<file path="config.mk">
export PLATFORM = sky130hd
export DESIGN_NAME = utf8_to_ascii_transliterator
export DESIGN_NICKNAME = d
export VERILOG_FILES = /design/src/u2a_pkg.sv /design/src/u2a_xlat.sv /design/src/u2a_outq.sv /design/src/utf8_to_ascii_transliterator.sv
export SDC_FILE = /design/constraint.sdc
export NUM_CORES = 1
export LEC_CHECK = 0
export BUFFER_PORTS_ARGS = -buffer_cell sky130_fd_sc_hd__buf_2
export CELL_PAD_IN_SITES_DETAIL_PLACEMENT = 1
export CELL_PAD_IN_SITES_GLOBAL_PLACEMENT = 1
export CORE_MARGIN = 1
export CORE_UTILIZATION = 45
export DETAILED_ROUTE_END_ITERATION = 7
export GPL_ROUTABILITY_DRIVEN = 1
export GPL_TIMING_DRIVEN = 0
export PLACE_DENSITY_LB_ADDON = 0.1
export SYNTH_ARGS = -nofsm -noshare
export SYNTH_HDL_FRONTEND = slang
export SYNTH_SLANG_ARGS = --single-unit
export TNS_END_PERCENT = 1
</file>
<file path="constraint.sdc">
create_clock -name clk_i -period 13 [get_ports clk_i]
set_input_delay 1.3 -clock clk_i [delete_from_list [all_inputs] [get_ports clk_i]]
set_output_delay 1.3 -clock clk_i [all_outputs]
set_load 0.03 [all_outputs]
</file>
<file path="src/u2a_pkg.sv">
// Package for the UTF-8 to ASCII transliterator: lead-byte codes, result types
// and the accent and symbol lookup tables. No dependencies.
package u2a_pkg;

  localparam logic [1:0] LEAD_NONE = 2'd0;
  localparam logic [1:0] LEAD_C3   = 2'd1;
  localparam logic [1:0] LEAD_C2   = 2'd2;

  localparam logic [7:0] BYTE_C3   = 8'hC3;
  localparam logic [7:0] BYTE_C2   = 8'hC2;
  localparam logic [6:0] CHAR_QMARK = 7'h3F;
  localparam logic [15:0] CAP_RESET = 16'd256;

  localparam int unsigned QDEPTH = 4;
  localparam int unsigned QPTR_W = 2;
  localparam int unsigned QCNT_W = 3;

  typedef struct packed {
    logic [6:0] ch;
    logic       is_end;
  } result_t;

  // beats pushed into the result queue for one accepted input beat
  typedef struct packed {
    logic [1:0] num;
    result_t    first;
    result_t    second;
  } push_t;

  typedef struct packed {
    logic       keep;
    logic [6:0] ch;
  } sym_t;

  function automatic logic [6:0] map_accent(input logic [7:0] b);
    logic [6:0] r;
    r = CHAR_QMARK;
    case (b) inside
      [8'h80:8'h86]:         r = 7'h41; // A
      8'h87:                 r = 7'h43; // C
      [8'h88:8'h8B]:         r = 7'h45; // E
      [8'h8C:8'h8F]:         r = 7'h49; // I
      8'h91:                 r = 7'h4E; // N
      [8'h92:8'h96], 8'h98:  r = 7'h4F; // O
      [8'h99:8'h9C]:         r = 7'h55; // U
      8'h9D:                 r = 7'h59; // Y
      [8'hA0:8'hA6]:         r = 7'h61; // a
      8'hA7:                 r = 7'h63; // c
      [8'hA8:8'hAB]:         r = 7'h65; // e
      [8'hAC:8'hAF]:         r = 7'h69; // i
      8'hB1:                 r = 7'h6E; // n
      [8'hB2:8'hB6], 8'hB8:  r = 7'h6F; // o
      [8'hB9:8'hBC]:         r = 7'h75; // u
      8'hBD, 8'hBF:          r = 7'h79; // y
      default:               r = CHAR_QMARK;
    endcase
    return r;
  endfunction

  function automatic sym_t map_symbol(input logic [7:0] b);
    sym_t r;
    r.keep = 1'b1;
    r.ch   = CHAR_QMARK;
    case (b) inside
      8'hA1, 8'hBF: r.keep = 1'b0; // inverted marks dropped
      8'hA9:        r.ch = 7'h43;  // C
      8'hAE:        r.ch = 7'h52;  // R
      8'hB0:        r.ch = 7'h6F;  // o
      8'hB1:        r.ch = 7'h2B;  // +
      8'hB2:        r.ch = 7'h32;  // 2
      8'hB3:        r.ch = 7'h33;  // 3
      default:      r.ch = CHAR_QMARK;
    endcase
    return r;
  endfunction

endpackage

</file>
<file path="src/u2a_xlat.sv">
// Byte decoder: lead-byte state, table lookup, capacity counter and end flag.
// Depends on u2a_pkg.
module u2a_xlat (
  input  logic           clk_i,
  input  logic           rst_ni,
  input  logic           cfg_we_i,
  input  logic [15:0]    cfg_wdata_i,
  input  logic           accept_i,
  input  logic [7:0]     in_byte_i,
  input  logic           in_last_i,
  output u2a_pkg::push_t push_o
);
  import u2a_pkg::*;

  logic [15:0] cap_q, cnt_q, cnt_d;
  logic [1:0]  lead_q, lead_d;
  logic        done_q, done_d;
  logic        char_req, end_req, room, char_emit;
  logic [6:0]  char_val;
  sym_t        sym;

  assign room = ({1'b0, cnt_q} + 17'd1) < {1'b0, cap_q};
  assign sym  = map_symbol(in_byte_i);

  always_comb begin
    char_req = 1'b0;
    end_req  = 1'b0;
    char_val = CHAR_QMARK;
    lead_d   = LEAD_NONE;
    if (lead_q == LEAD_C3 || lead_q == LEAD_C2) begin
      if (in_byte_i == 8'd0) begin
        char_req = 1'b1;
        end_req  = 1'b1;
      end else if (lead_q == LEAD_C3) begin
        char_req = 1'b1;
        char_val = map_accent(in_byte_i);
      end else begin
        char_req = sym.keep;
        char_val = sym.ch;
      end
    end else begin
      if (in_byte_i == 8'd0) begin
        end_req = 1'b1;
      end else if (!in_byte_i[7]) begin
        char_req = 1'b1;
        char_val = in_byte_i[6:0];
      end else if (in_byte_i == BYTE_C3) begin
        lead_d = LEAD_C3;
      end else if (in_byte_i == BYTE_C2) begin
        lead_d = LEAD_C2;
      end else begin
        char_req = 1'b1;
      end
    end
    if (in_last_i && !end_req) begin
      if (lead_d != LEAD_NONE) begin
        lead_d   = LEAD_NONE;
        char_req = 1'b1;
        char_val = CHAR_QMARK;
      end
      end_req = 1'b1;
    end
  end

  assign char_emit = char_req && room && !done_q;

  always_comb begin
    push_o.first.ch      = char_emit ? char_val : 7'd0;
    push_o.first.is_end  = !char_emit;
    push_o.second.ch     = 7'd0;
    push_o.second.is_end = 1'b1;
    if (!accept_i || done_q) begin
      push_o.num = 2'd0;
    end else begin
      push_o.num = 2'(char_emit) + 2'(end_req);
    end
  end

  assign cnt_d  = cnt_q + 16'(char_emit);
  assign done_d = done_q | end_req;

  always_ff @(posedge clk_i or negedge rst_ni) begin
    if (!rst_ni) begin
      cap_q  <= CAP_RESET;
      cnt_q  <= '0;
      lead_q <= LEAD_NONE;
      done_q <= 1'b0;
    end else begin
      if (cfg_we_i) begin
        cap_q <= cfg_wdata_i;
      end
      if (accept_i && !done_q) begin
        cnt_q  <= cnt_d;
        lead_q <= lead_d;
        done_q <= done_d;
      end
    end
  end

`ifndef SYNTHESIS
  a_end_sets_done: assert property (@(posedge clk_i) disable iff (!rst_ni)
    accept_i && !done_q && end_req |=> done_q)
    else $error("terminator pushed without closing the string");
  a_no_push_after_done: assert property (@(posedge clk_i) disable iff (!rst_ni)
    done_q |-> push_o.num == 2'd0)
    else $error("result pushed after end of string");
  a_count_bounded: assert property (@(posedge clk_i) disable iff (!rst_ni)
    accept_i && char_emit |-> ({1'b0, cnt_q} + 17'd1) < {1'b0, cap_q})
    else $error("character emitted beyond capacity");
`endif

endmodule

</file>
<file path="src/u2a_outq.sv">
// Result queue: takes up to two result beats per cycle, hands out one per cycle while out_ready_i is high.
// Depends on u2a_pkg.
module u2a_outq (
  input  logic           clk_i,
  input  logic           rst_ni,
  input  u2a_pkg::push_t push_i,
  output logic           room_o,
  output logic           out_valid_o,
  input  logic           out_ready_i,
  output logic [6:0]     out_char_o,
  output logic           out_end_o
);
  import u2a_pkg::*;

  result_t             mem_q [QDEPTH];
  logic [QPTR_W-1:0]   wr_q, rd_q;
  logic [QCNT_W-1:0]   cnt_q, cnt_d;
  logic                pop;

  assign room_o      = cnt_q <= QCNT_W'(QDEPTH - 2);
  assign out_valid_o = cnt_q != '0;
  assign pop         = out_valid_o && out_ready_i;
  assign out_char_o  = mem_q[rd_q].ch;
  assign out_end_o   = mem_q[rd_q].is_end;
  assign cnt_d       = cnt_q + QCNT_W'(push_i.num) - QCNT_W'(pop);

  always_ff @(posedge clk_i) begin
    if (push_i.num != 2'd0) begin
      mem_q[wr_q] <= push_i.first;
    end
    if (push_i.num == 2'd2) begin
      mem_q[wr_q + QPTR_W'(1)] <= push_i.second;
    end
  end

  always_ff @(posedge clk_i or negedge rst_ni) begin
    if (!rst_ni) begin
      wr_q  <= '0;
      rd_q  <= '0;
      cnt_q <= '0;
    end else begin
      wr_q  <= wr_q + QPTR_W'(push_i.num);
      rd_q  <= rd_q + QPTR_W'(pop);
      cnt_q <= cnt_d;
    end
  end

`ifndef SYNTHESIS
  a_no_overflow: assert property (@(posedge clk_i) disable iff (!rst_ni)
    ({1'b0, cnt_q} + (QCNT_W+1)'(push_i.num)) <= (QCNT_W+1)'(QDEPTH))
    else $error("result queue overflow");
  a_push_needs_room: assert property (@(posedge clk_i) disable iff (!rst_ni)
    push_i.num != 2'd0 |-> room_o)
    else $error("push while queue lacks room");
  a_count_tracks: assert property (@(posedge clk_i) disable iff (!rst_ni)
    pop && push_i.num == 2'd0 |=> cnt_q == $past(cnt_q) - QCNT_W'(1))
    else $error("queue count mismatch on pop");
`endif

endmodule

</file>
<file path="src/utf8_to_ascii_transliterator.sv">
// UTF-8 (Latin-1 subset) to 7-bit ASCII transliterator, top level.
// Depends on u2a_pkg, u2a_xlat and u2a_outq.
//
// Usage:
//   Input channel in_valid_i/in_ready_o carries one UTF-8 byte per beat with a
//   last flag. Output channel out_valid_o/out_ready_i carries one ASCII char
//   per beat; out_end_o marks the terminator beat (out_char_o is 0 then).
//   One input beat yields zero, one or two output beats.
//   Each result is written into the result queue when its input is taken.
//   Throughput: one input beat per cycle while each yields at most one result
//   and out_ready_i is high; the four-entry queue outputs one beat per cycle.
//   in_ready_o is high while the queue has room for two beats, so it does not
//   depend on out_ready_i in the same cycle.
//   cfg_we_i/cfg_wdata_i write out_capacity (buffer size incl. terminator)
//   with no wait; write only while idle.
//   Reset: capacity 256, no pending lead, count zero, queue empty.
//   After the terminator, further input beats are accepted and dropped until
//   the next reset. A stalled receiver fills the queue and then holds off input.
module utf8_to_ascii_transliterator (
  input  logic        clk_i,
  input  logic        rst_ni,
  input  logic        cfg_we_i,
  input  logic [15:0] cfg_wdata_i,
  input  logic        in_valid_i,
  output logic        in_ready_o,
  input  logic [7:0]  in_byte_i,
  input  logic        in_last_i,
  output logic        out_valid_o,
  input  logic        out_ready_i,
  output logic [6:0]  out_char_o,
  output logic        out_end_o
);
  import u2a_pkg::*;

  push_t push;
  logic  accept;

  assign accept = in_valid_i && in_ready_o;

  u2a_xlat u_xlat (
    .clk_i       (clk_i),
    .rst_ni      (rst_ni),
    .cfg_we_i    (cfg_we_i),
    .cfg_wdata_i (cfg_wdata_i),
    .accept_i    (accept),
    .in_byte_i   (in_byte_i),
    .in_last_i   (in_last_i),
    .push_o      (push)
  );

  u2a_outq u_outq (
    .clk_i       (clk_i),
    .rst_ni      (rst_ni),
    .push_i      (push),
    .room_o      (in_ready_o),
    .out_valid_o (out_valid_o),
    .out_ready_i (out_ready_i),
    .out_char_o  (out_char_o),
    .out_end_o   (out_end_o)
  );

endmodule
</file>
==> summary.txt, run 1 <==
CTS
  • Clock sink count: 74
  • Worst-path clk slew: ~90 ps
  • CTS tree: done
  • Cts hold-fix bufs: 0
  • Post-CTS Setup Repair Bufs: 0
  • Post-CTS sizing: 0
  • Worst-Skew Late Latency: 350 ps
  • Total CTS buffers: 9
  • Max clock buf depth: 2
  • Root Buffer: clkbuf_8
  • CTS H-tree depth: 3

Drt
  • 1st-iter DRT viols: between 100 and 150
  • WL final: 11.8 mm
  • First-pass DRT Iterations: 4
  • Drt drc: 0
  • Antenna viol nets, final: 0
  • Via count: 3763
  • Routed WL per cell: 17.8 µm
  • Vias per inst: 5.66

Logic synthesis
  • Synth cell types: 71
  • Syn_nets: 535
  • Synthesized area: ~4500 µm²
  • Synth Area in Adders: 7.40%
  • Simple-gate portion of the synthesized area: 20.5%
  • Xor and xnor fraction of the mapped netlist area: 6.82%
  • Synth Warn #: 0
  • Number of synthesized flops with an enable pin: 0
  • Flops & latches, synth: 74
  • Seq/Total Area, Yosys: 37.6%
  • Mapped Avg Cell Area: 9.39 µm²
  • FFs w/ async S/R, synth: 56.8%
  • Multiplexer area fraction after synthesis: 4.48%
  • Area share of the largest cell type after synthesis: 22.8%
  • Synth Area in Compound Gates: 18.5%
  • Main combinational cell family by area after synthesis: simple AND/OR/NAND/NOR gates
  • Post-synth top flop: dfrtp_1
  • Cell taking the most area after synthesis: dfrtp_1
  • Ranking of synthesized cells by area: dfrtp_1 (23%), dfxtp_1 (14%), ha_1 (7.0%)
  • Mapped Cells: ~480

Setup path
  • CP most frequent cell: ha_1
  • Critical path cell sequence: ha_1 > nand3_1 > or2_2 > or3_1 > nor2_1 > xor2_1 > ha_1 > a211oi_1 > nand2_1 > o41a_1 > nor2_1 > ha_1 > nand2_1 > ha_1 > inv_1 > ha_1 > inv_1 > fa_1 > xor2_1 > xnor2_1
  • CP peak stage delay: 600 ps
  • Register-to-Register Setup Slack: 7550 ps
  • R2R Path End: u_outq.cnt_q[2]
  • Required @ worst endpoint: between 10000 and 15000 ps
  • Startpoint types: flop
  • Crit path max-delay family: simple AND/OR/NAND/NOR gates
  • R2r worst-path depth: 20
  • Critical path launch point: u_xlat.cnt_q[0]
  • CP max-delay cell: o41a_1
  • Worst R2R Start: u_xlat.cnt_q[0]
  • Worst path bufs/invs: 2
  • Kind of critical path: flop to flop
  • CP Capture Type: flop
  • Crit-path max FO: 7
  • CP arrival: ~5700 ps

Hold path
  • Hold EP: u_outq.mem_q[2][0]
  • Hold path startpoint: u_outq.mem_q[2][0]
  • Hold Crit Depth: 2
  • Min-Delay Path Class: flop to flop

STA
  • Setup WS post-layout: between 7000 and 8000 ps
  • RSZ-0062 raised after global routing: false
  • Least-Margin Pin Slew: 936 ps
  • Max Freq: 183 MHz
  • Crit path time final: between 5000 and 6000 ps
  • Hold Violations, Final: 0
  • # setup viols final: 0
  • Slew headroom: 37.6%
  • Max-slew violations: 0
  • Clk_skew: 13.2 ps
  • Setup_tns: 0 ps
  • Part of the cycle the worst path needs: a little over two fifths

Global routing
  • Antenna violations before repair: 0
  • Vias in the first global route: 3964
  • First-pass GRT wire length: 19.8 mm
  • GR Overflow Total: 0
  • GRT Overall Usage: 24.6%
  • Largest net degree at the start of global routing: 43

Pwr
  • P_leak: ~2.2 nW
  • Power, Total: about 0.77 mW
  • P per Cell Area: 152 nW/µm²
  • Peak VDD IR: roughly 0.000071 V

Floorplan
  • Die X: 102 µm
  • Rows: 36
  • DIE HEIGHT: 102 µm
  • Io pins: 40
  • Starting Density: between 40% and 50%
  • Core area: 9730 µm²
  • Full die area: 10400 µm²

Place
  • Placer congestion estimate: 0.885
  • Dpl hpwl: 8.71 mm
  • Number of port buffers: 37
  • Dpl ws: 7550 ps

Final layout
  • Final #Nets: 583
  • P&R area growth vs syn: 12.4%
  • Ant. Diodes: 0
  • Layout cells sized above 1: 15.2%

Status
  • Run status: finished clean

Run
  • Max-cap violations: 0
[report_power, final]
part           switching, mW  internal [mW]  total, mW
sequential            0.0324          0.281      0.313
clock                  0.101         0.0931      0.195
combinational          0.152          0.107      0.258
[worst max path at each step]
stage                           end  slack [ps]  cells after the start
floorplan           u_outq.cnt_q[2]        8320                     20
global route        u_outq.cnt_q[2]        7180                     20
detailed placement  u_outq.cnt_q[2]        7550                     20
global placement    u_outq.cnt_q[2]        7750                     20
CTS                 u_outq.cnt_q[2]        7500                     20
finish              u_outq.cnt_q[2]        7550                     20
[through the flow]
step | hold slack, ps | instances | area (µm²) | util (%)
after CTS | 458 | 665 | 5050 | 52.0
after detailed placement | 444 | 649 | 4850 | 49.8
final | 452 | 665 | 5050 | 52.0
after floorplan | 420 | 479 | 4500 | -
after global routing | 474 | 665 | 5050 | 52.0
after global placement | 429 | 649 | 4850 | 49.8
[cell families (layout without fill, tap and decap cells)]
family	after synthesis	in the layout
simple gates	164	164
compound gates	117	117
flops	74	74
buf+inv	53	106
xor+xnor	35	35
fa+ha+maj	26	26
mux	10	10
[cell usage in the layout, fill, tap and decap left out, types with 17 or more instances in the layout]
cell type   n
nand2_1    57
dfrtp_1    41
buf_2      38
o21ai_0    34
nor2_1     32
dfxtp_1    32
inv_1      30
ha_1       25
a22o_1     20
clkbuf_1   18
xor2_1     18
xnor2_1    17
[worst min-delay path, stage by stage, from the launching register on]
cell	delay, ps
dfxtp_1	320
inv_1	50
a21oi_1	50
[state kept, by name, indices dropped and copies added (netlist names)]
signal         count
u_outq.wr_q        2
u_xlat.cap_q      16
u_xlat.done_q      1
u_outq.cnt_q       3
u_outq.rd_q        2
u_xlat.lead_q      2
u_outq.mem_q      32
u_xlat.cnt_q      16
[synth_stat cells, drive strengths merged (3+ instances only)]
cell,instances
and4,3
a21oi,11
nor3,3
a22o,20
and3b,3
buf,5
a211oi,5
mux4,8
nor4b,3
nand3,6
dfrtp,41
nand2,57
o21ai,41
nand2b,8
or2,5
inv,30
nand4,12
dfxtp,32
nor4,6
nor2,32
a31oi,4
o21a,3
or3,3
ha,25
xnor2,17
xor2,18
and2,5
o211ai,6
nand3b,5
clkbuf,18
[cell type report]
class                           instances  area [µm²]
Clock buffer                            9         124
Multi-Input combinational cell        352        2590
Clock inverter                          7        82.6
Buffer                                 23        98.8
Inverter                               30         113
Timing Repair Buffer                   37         185
Fill cell                            1193        4670
Tap cell                              133         166
Sequential cell                        74        1690
[layer usage]
layer	track usage, %	vias to the layer above	share of wire (%)
li1	-	1824	-
met1	30.6	1856	44
met2	43.8	67	52
met3	3.63	16	2.8
met4	7.80	0	1.7
met5	0	-	0
No activity file was read; power rests on OpenSTA's default activity.
==> inputs of run 2 (changes only) <==
ABC_AREA = 1   (was unset)
CORE_UTILIZATION = 44   (was 45)
clock period = 5.59 ns   (was 13 ns; I/O delays follow)
==> run 2 against run 1 <==
- final cell count grew 25%
- clock power increased by 140%
- clock skew rose by 5.4 ps
- synthesized area grew 3.0%
- global-route usage grew 1.8 points
- first-iteration DRC count rose by 71%
- utilization is 1.2 points lower
==> summary.txt, run 2 <==
Status
  • Run status: finished clean (unchanged)

Final layout
  • Design area: 5220 µm² (was 5050 µm²)
  • Register area: 1690 µm² (unchanged)
  • Finished Core Util: 50.8% (was 52.0%)
  • Biggest regs: u_outq.mem_q (32), u_xlat.cap_q (16), u_xlat.cnt_q (16) (unchanged)
  • Largest reg by FF count: u_outq.mem_q (unchanged)
  • Commonest non-fill, non-tap cells in the layout: nand2_1 (128), inv_1 (77), o21ai_0 (75) (was nand2_1 (57), dfrtp_1 (41), buf_2 (38))
  • Multi-input gate area: 2560 µm² (was 2590 µm²)
  • Layout cells sized above 1: 12.6% (was 15.2%)
  • Ant. Diodes: 0 (unchanged)
  • P&R area growth vs syn: 12.6% (was 12.4%)
  • Most common cell after layout, fill and taps aside: nand2_1 (unchanged)
  • Fill count: 1367 (was 1193)
  • Final #Nets: 743 (was 583)
  • Largest register FFs: 32 (unchanged)

STA
  • Max-slew violations: 0 (unchanged)
  • RSZ-0062 raised after global routing: false (unchanged)
  • Setup_tns: 0 ps (unchanged)
  • Part of the cycle the worst path needs: 79.1% (was 41.9%)
  • Max Freq: 226 MHz (was 183 MHz)
  • Least-Margin Pin Slew: 954 ps (was 936 ps)
  • Slew headroom: 36.4% (was 37.6%)
  • Clk_skew: 18.5 ps (was 13.2 ps)
  • Hold Violations, Final: 0 (unchanged)
  • Crit path time final: 4420 ps (was 5450 ps)
  • # setup viols final: 0 (unchanged)
  • Setup WS post-layout: 1170 ps (was 7550 ps)

CTS
  • Cts hold-fix bufs: 0 (unchanged)
  • Post-CTS Setup Repair Bufs: 0 (unchanged)
  • Worst-Skew Late Latency: 370 ps (was 350 ps)
  • Max clock buf depth: 2 (unchanged)
  • Root Buffer: clkbuf_8 (unchanged)
  • CTS H-tree depth: 3 (unchanged)
  • Worst-path clk slew: 90 ps (about the same)
  • Clock sink count: 74 (unchanged)
  • Post-CTS sizing: 0 (unchanged)
  • Total CTS buffers: 9 (unchanged)
  • CTS tree: done (unchanged)

Setup path
  • R2r worst-path depth: 25 (was 20)
  • Kind of critical path: flop to flop (unchanged)
  • Worst R2R Start: u_xlat.cnt_q[0] (unchanged)
  • Register-to-Register Setup Slack: 1170 ps (was 7550 ps)
  • Crit path to: u_outq.cnt_q[2] (unchanged)
  • Startpoint types: flop (unchanged)
  • Critical path launch point: u_xlat.cnt_q[0] (unchanged)
  • CP Capture Type: flop (unchanged)
  • Required @ worst endpoint: 5890 ps (was 13240 ps)
  • Crit-path max FO: 10 (was 7)
  • CP arrival: 4720 ps (was 5700 ps)
  • R2R Path End: u_outq.cnt_q[2] (unchanged)

Global routing
  • GRT Overall Usage: 26.4% (was 24.6%)
  • First-pass GRT wire length: 23.1 mm (was 19.8 mm)
  • Largest net degree at the start of global routing: 43 (unchanged)
  • GR Overflow Total: 0 (unchanged)
  • Antenna violations before repair: 0 (unchanged)
  • Vias in the first global route: 4858 (was 3964)

Pwr
  • Power, Total: 1.52 mW (was 0.766 mW)
  • Peak VDD IR: 0.000211 V (was 0.0000710 V)
  • P_leak: 2.65 nW (was 2.22 nW)
  • P per Cell Area: 292 nW/µm² (was 152 nW/µm²)

Logic synthesis
  • Top post-synthesis cells by count: nand2_1 (128), inv_1 (77), o21ai_0 (75) (was nand2_1 (57), dfrtp_1 (41), o21ai_0 (34))
  • Synth cell types: 36 (was 71)
  • Area share of the largest cell type after synthesis: 22.2% (was 22.8%)
  • Synth Area in Adders: 7.19% (was 7.40%)
  • Seq/Total Area, Yosys: 36.5% (was 37.6%)
  • Xor and xnor fraction of the mapped netlist area: 6.05% (was 6.82%)
  • Multiplexer area fraction after synthesis: 0.243% (was 4.48%)
  • Synth Area in Compound Gates: 15.1% (was 18.5%)
  • Mapped Avg Cell Area: 7.25 µm² (was 9.39 µm²)
  • Flops & latches, synth: 74 (unchanged)
  • Ranking of synthesized cells by area: dfrtp_1 (22%), dfxtp_1 (14%), nand2_1 (10%) (was dfrtp_1 (23%), dfxtp_1 (14%), ha_1 (7.0%))
  • Simple-gate portion of the synthesized area: 26.7% (was 20.5%)
  • Top-count cell post-synth: nand2_1 (unchanged)
  • FFs w/ async S/R, synth: 56.8% (unchanged)
  • Post-synth top flop: dfrtp_1 (unchanged)
  • Cell taking the most area after synthesis: dfrtp_1 (unchanged)
  • Main combinational cell family by area after synthesis: simple AND/OR/NAND/NOR gates (unchanged)
  • Synth Warn #: 0 (unchanged)
  • Mapped Cells: 639 (was 479)
  • Number of synthesized flops with an enable pin: 0 (unchanged)
  • Syn_nets: 695 (was 535)
  • Synthesized area: 4630 µm² (was 4500 µm²)

Floorplan
  • Core area: 10300 µm² (was 9730 µm²)
  • DIE HEIGHT: 105 µm (was 102 µm)
  • Rows: 37 (was 36)
  • Full die area: 10900 µm² (was 10400 µm²)
  • Die X: 105 µm (was 102 µm)
  • Starting Density: 45.1% (was 46.2%)
  • Io pins: 40 (unchanged)

Drt
  • Routed WL per cell: 16.2 µm (was 17.8 µm)
  • Drt drc: 0 (unchanged)
  • 1st-iter DRT viols: 203 (was 119)
  • First-pass DRT Iterations: 4 (unchanged)
  • Antenna viol nets, final: 0 (unchanged)
  • Vias per inst: 5.41 (was 5.66)
  • Via count: 4479 (was 3763)
  • WL final: 13.4 mm (was 11.8 mm)

Run
  • Max-cap violations: 0 (unchanged)

Place
  • Dpl hpwl: 10.4 mm (was 8.71 mm)
  • Placer congestion estimate: 0.867 (was 0.885)
  • Dpl ws: 1140 ps (was 7550 ps)
  • Post-placement cell area: 4990 µm² (was 4850 µm²)
  • Number of port buffers: 37 (unchanged)

Hold path
  • Min-Delay Path Class: input pin to async pin (was flop to flop)
-- run 2: worst max-delay path, stage by stage (launching register included) --
cell and delay, ps:
dfrtp_1 440, ha_1 200, nand2_1 70, inv_2 80
nand2_2 80, nor2_1 210, xor2_1 270, ha_1 300
a21oi_1 160, o21ai_0 140, a21oi_1 160, nor2_1 70
nor2_1 130, nand3_2 140, nor2_8 220, ha_1 200
inv_1 50, nor2_2 140, inv_2 60, ha_1 270
inv_1 60, ha_1 140, inv_1 50, fa_1 390
xnor2_1 180, xor2_1 150
-- run 2: area by class of cell --
type                    count  share of cell area [%]
well taps                 136                    3.26
clock buffers              11                    3.12
repair buffers             37                    3.55
clock inverters             5                    1.29
inverters                  84                    6.04
plain buffers              14                    1.22
flip-flops and latches     74                    32.4
multi-input cells         467                    49.1
-- run 2: stage by stage --
step,hold slack (ps),instances
detailed placement,491,812
CTS,360,828
global placement,480,812
floorplan,263,639
finish,326,828
global route,393,828
-- run 2: kinds of logic (layout without fill, tap and decap cells) --
| family | after synthesis | in the layout |
|---|---|---|
| mux | 1 | 1 |
| flops | 74 | 74 |
| compound gates | 133 | 133 |
| simple gates | 275 | 275 |
| fa+ha+maj | 26 | 26 |
| buf+inv | 98 | 151 |
| xor+xnor | 32 | 32 |
-- run 2: power breakdown --
part	switching, mW	internal [mW]	total (mW)
combinational	0.320	0.137	0.457
sequential	0.0254	0.563	0.588
clock	0.225	0.252	0.477
-- run 2: metal layers --
layer / part of all wire (%) / track usage (%) / vias up
met5: 0 / 0 / -
met4: 1.9 / 9.36 / 0
met3: 2.4 / 4.30 / 20
met2: 53 / 49.5 / 64
met1: 42 / 30.0 / 2196
li1: - / - / 2199
-- run 2: worst min-delay path by stage --
stage | slack (ps) | cells past startpoint | to
6_report | 330 | 1 | u_xlat.cap_q[9]
5_1_grt | 390 | 3 | u_xlat.cap_q[10]
4_1_cts | 360 | 1 | u_xlat.cap_q[9]
3_5_place_dp | 490 | 2 | u_outq.mem_q[1][0]
3_3_place_gp | 480 | 2 | u_xlat.lead_q[0]
2_1_floorplan | 260 | 0 | u_outq.cnt_q[0]
==> inputs of run 3 (changes only) <==
CORE_UTILIZATION = 40   (was 44)
clock period = 3.59 ns   (was 5.59 ns; I/O delays follow)
==> run 3 against run 2 <==
- the flow now finishes with violations (setup timing)
- first-iteration DRC count decreased by 27%
- routed wire length increased by 11%
- register-to-register slack worse by 1500 ps
- critical path type unchanged
- clock power is 98% higher
- highest routed layer unchanged
- sequential cell count stayed put
- cell area up 13%
- clock skew is 8.9 ps lower
- die area increased by 9.8%
- largest cell class unchanged
- non-clock buffer count up 32
- combinational power increased by 66%
==> summary.txt, run 3 (same netlist as run 2, synthesis figures left out) <==
Status
  • Run status: complete, but fails checks (was finished clean)
  • Failing checks: setup timing

Place
  • Post-placement cell area: 5050 µm² (was 4990 µm²)
  • Dpl ws: -674 ps (was 1140 ps)
  • Dpl hpwl: 10.4 mm (about the same)
  • Dpl cells: 816 (was 812)
  • Number of port buffers: 37 (unchanged)
  • Placer congestion estimate: 0.894 (was 0.867)

CTS
  • Clock sink count: 74 (unchanged)
  • Cts hold-fix bufs: 0 (unchanged)
  • Total CTS buffers: 9 (unchanged)
  • Max clock buf depth: 2 (unchanged)
  • Worst-Skew Late Latency: 340 ps (was 370 ps)
  • CTS H-tree depth: 3 (unchanged)
  • Root Buffer: clkbuf_16 (was clkbuf_8)
  • CTS tree: done (unchanged)
  • Worst-path clk slew: 60 ps (was 90 ps)

Drt
  • WL final: 14.9 mm (was 13.4 mm)
  • Routed WL per cell: 17.2 µm (was 16.2 µm)
  • Drt drc: 0 (unchanged)
  • First-pass DRT Iterations: 4 (unchanged)
  • 1st-iter DRT viols: 148 (was 203)
  • Via count: 4636 (was 4479)
  • Antenna viol nets, final: 0 (unchanged)
  • Vias per inst: 5.37 (was 5.41)

Global routing
  • GR Overflow Total: 0 (unchanged)
  • GRT Overall Usage: 26.0% (was 26.4%)
  • Antenna violations before repair: 0 (unchanged)
  • Vias in the first global route: 4994 (was 4858)
  • Largest net degree at the start of global routing: 43 (unchanged)
  • First-pass GRT wire length: 23.7 mm (was 23.1 mm)

Setup path
  • Kind of critical path: flop to flop (unchanged)
  • Crit path to: u_outq.cnt_q[2] (unchanged)
  • CP max-delay cell: dfrtp_1 (unchanged)
  • Required @ worst endpoint: 3810 ps (was 5890 ps)
  • Worst R2R Start: u_xlat.cnt_q[4] (was u_xlat.cnt_q[0])
  • Crit-path max FO: 4 (was 10)
  • R2r worst-path depth: 25 (unchanged)
  • Cell count along the critical path: 25 (unchanged)
  • CP arrival: 4180 ps (was 4720 ps)
  • Crit path max-delay family: simple AND/OR/NAND/NOR gates (was adder cells)
  • Critical path launch point: u_xlat.cnt_q[4] (was u_xlat.cnt_q[0])
  • Worst path bufs/invs: 5 (unchanged)
  • CP Capture Type: flop (unchanged)
  • R2R Path End: u_outq.cnt_q[2] (unchanged)
  • Register-to-Register Setup Slack: -360 ps (was 1170 ps)
  • Startpoint types: flop (unchanged)
  • CP most frequent cell: inv_2 (was ha_1)
  • CP peak stage delay: 430 ps (was 440 ps)

Pwr
  • Int Pwr: 1.69 mW (was 0.952 mW)
  • Power share of the combinational group: 28.9% (was 30.0%)
  • P_leak: 2.94 nW (was 2.65 nW)
  • Sw Pwr: 0.927 mW (was 0.570 mW)
  • Flop pwr share: 35.1% (was 38.6%)
  • Clock share of power: 36.0% (was 31.3%)
  • Net Sw Frac: 35.4% (was 37.5%)
  • Power, Total: 2.62 mW (was 1.52 mW)
  • Peak VDD IR: 0.000402 V (was 0.000211 V)
  • P per Cell Area: 446 nW/µm² (was 292 nW/µm²)

STA
  • Max Freq: 253 MHz (was 226 MHz)
  • Setup WS post-layout: -362 ps (was 1170 ps)
  • Slew headroom: 35.2% (was 36.4%)
  • Least-Margin Pin Slew: 972 ps (was 954 ps)
  • Hold Violations, Final: 0 (unchanged)
  • Min Hold Slack: 178 ps (was 326 ps)
  • Setup_tns: -5910 ps (was 0 ps)
  • Crit path time final: 3950 ps (was 4420 ps)
  • RSZ-0062 raised after global routing: true (was false)
  • Clk_skew: 9.62 ps (was 18.5 ps)
  • # setup viols final: 38 (was 0)
  • Part of the cycle the worst path needs: 110% (was 79.1%)
  • Max-slew violations: 0 (unchanged)

Floorplan
  • Rows: 38 (was 37)
  • Core area: 11100 µm² (was 10300 µm²)
  • Io pins: 40 (unchanged)
  • DIE HEIGHT: 110 µm (was 105 µm)
  • Starting Density: 41.8% (was 45.1%)
  • Die X: 110 µm (was 105 µm)
  • Full die area: 12000 µm² (was 10900 µm²)

Final layout
  • Ant. Diodes: 0 (unchanged)
  • Biggest regs: u_outq.mem_q (32), u_xlat.cap_q (16), u_xlat.cnt_q (16) (unchanged)
  • Design area: 5880 µm² (was 5220 µm²)
  • P&R area growth vs syn: 27.0% (was 12.6%)
  • Register area: 1700 µm² (was 1690 µm²)
  • Largest register FFs: 32 (unchanged)
  • Final #Nets: 775 (was 743)
  • Most common cell after layout, fill and taps aside: nand2_1 (unchanged)
  • Largest reg by FF count: u_outq.mem_q (unchanged)
  • Fill count: 1377 (was 1367)
  • Multi-input gate area: 2860 µm² (was 2560 µm²)
  • Layout cells sized above 1: 22.7% (was 12.6%)
  • Final non-filler cell total: 864 (was 828)
  • Commonest non-fill, non-tap cells in the layout: nand2_1 (124), o21ai_0 (74), inv_1 (71) (was nand2_1 (128), inv_1 (77), o21ai_0 (75))
  • Finished Core Util: 53.1% (was 50.8%)

Run
  • Max-cap violations: 0 (unchanged)

Hold path
  • Min-Delay Path Class: input pin to async pin (unchanged)
==> run 3: cell count changes in the layout (fill, tap and decap cells not counted), sizes merged <==
cell    before  now
buf         44   76
clkbuf      18   20
clkinv       3    1
bufinv       1    0
inv         85   86
==> run 3: repair_timing <==
action | CTS | global route
buffers inserted | 31 | 1
endpoints found under the setup margin | 45 | 46
cloned | 0 | 0
pin swaps | 14 | 18
resized for setup | 38 | 24
==> run 3: routing by layer <==
layer | vias to the layer above | wire (µm) | GRT usage (%)
met2 | 81 | 7870 | 49.4
met3 | 30 | 414 | 4.92
met1 | 2266 | 6170 | 28.7
met4 | 0 | 405 | 9.24
li1 | 2259 | - | -
met5 | - | 0 | 0
==> run 3: power groups by stage <==
stage / Clock (mW) / Combinational (mW) / Sequential (mW)
6_report: 0.943 / 0.759 / 0.920
5_1_grt: 0.991 / 0.833 / 0.926
4_1_cts: 0.959 / 0.759 / 0.920
3_5_place_dp: 0 / 0.717 / 0.931
3_3_place_gp: 0 / 0.696 / 0.931
2_1_floorplan: 0 / 0.494 / 0.920
==> run 3: layout make-up <==
type | instances | area share, %
multi-input cells | 467 | 48.5
flip-flops and latches | 74 | 28.8
repair buffers | 69 | 7.30
inverters | 84 | 5.36
clock buffers | 13 | 4.98
well taps | 140 | 2.98
plain buffers | 14 | 1.62
clock inverters | 3 | 0.404
==> run 3: how the worst min path moves through the flow <==
stage                             endpoint  cells after the start  slack, ps              from
after floorplan            u_outq.cnt_q[0]                      0         60            rst_ni
after global placement    u_xlat.lead_q[0]                      2        480  u_xlat.lead_q[0]
after detailed placement   u_xlat.cap_q[8]                      2        500   u_xlat.cap_q[8]
after CTS                  u_xlat.cap_q[9]                      1        190            rst_ni
after global routing      u_xlat.cap_q[10]                      3        240   cfg_wdata_i[10]
final                     u_xlat.cap_q[12]                      1        180            rst_ni
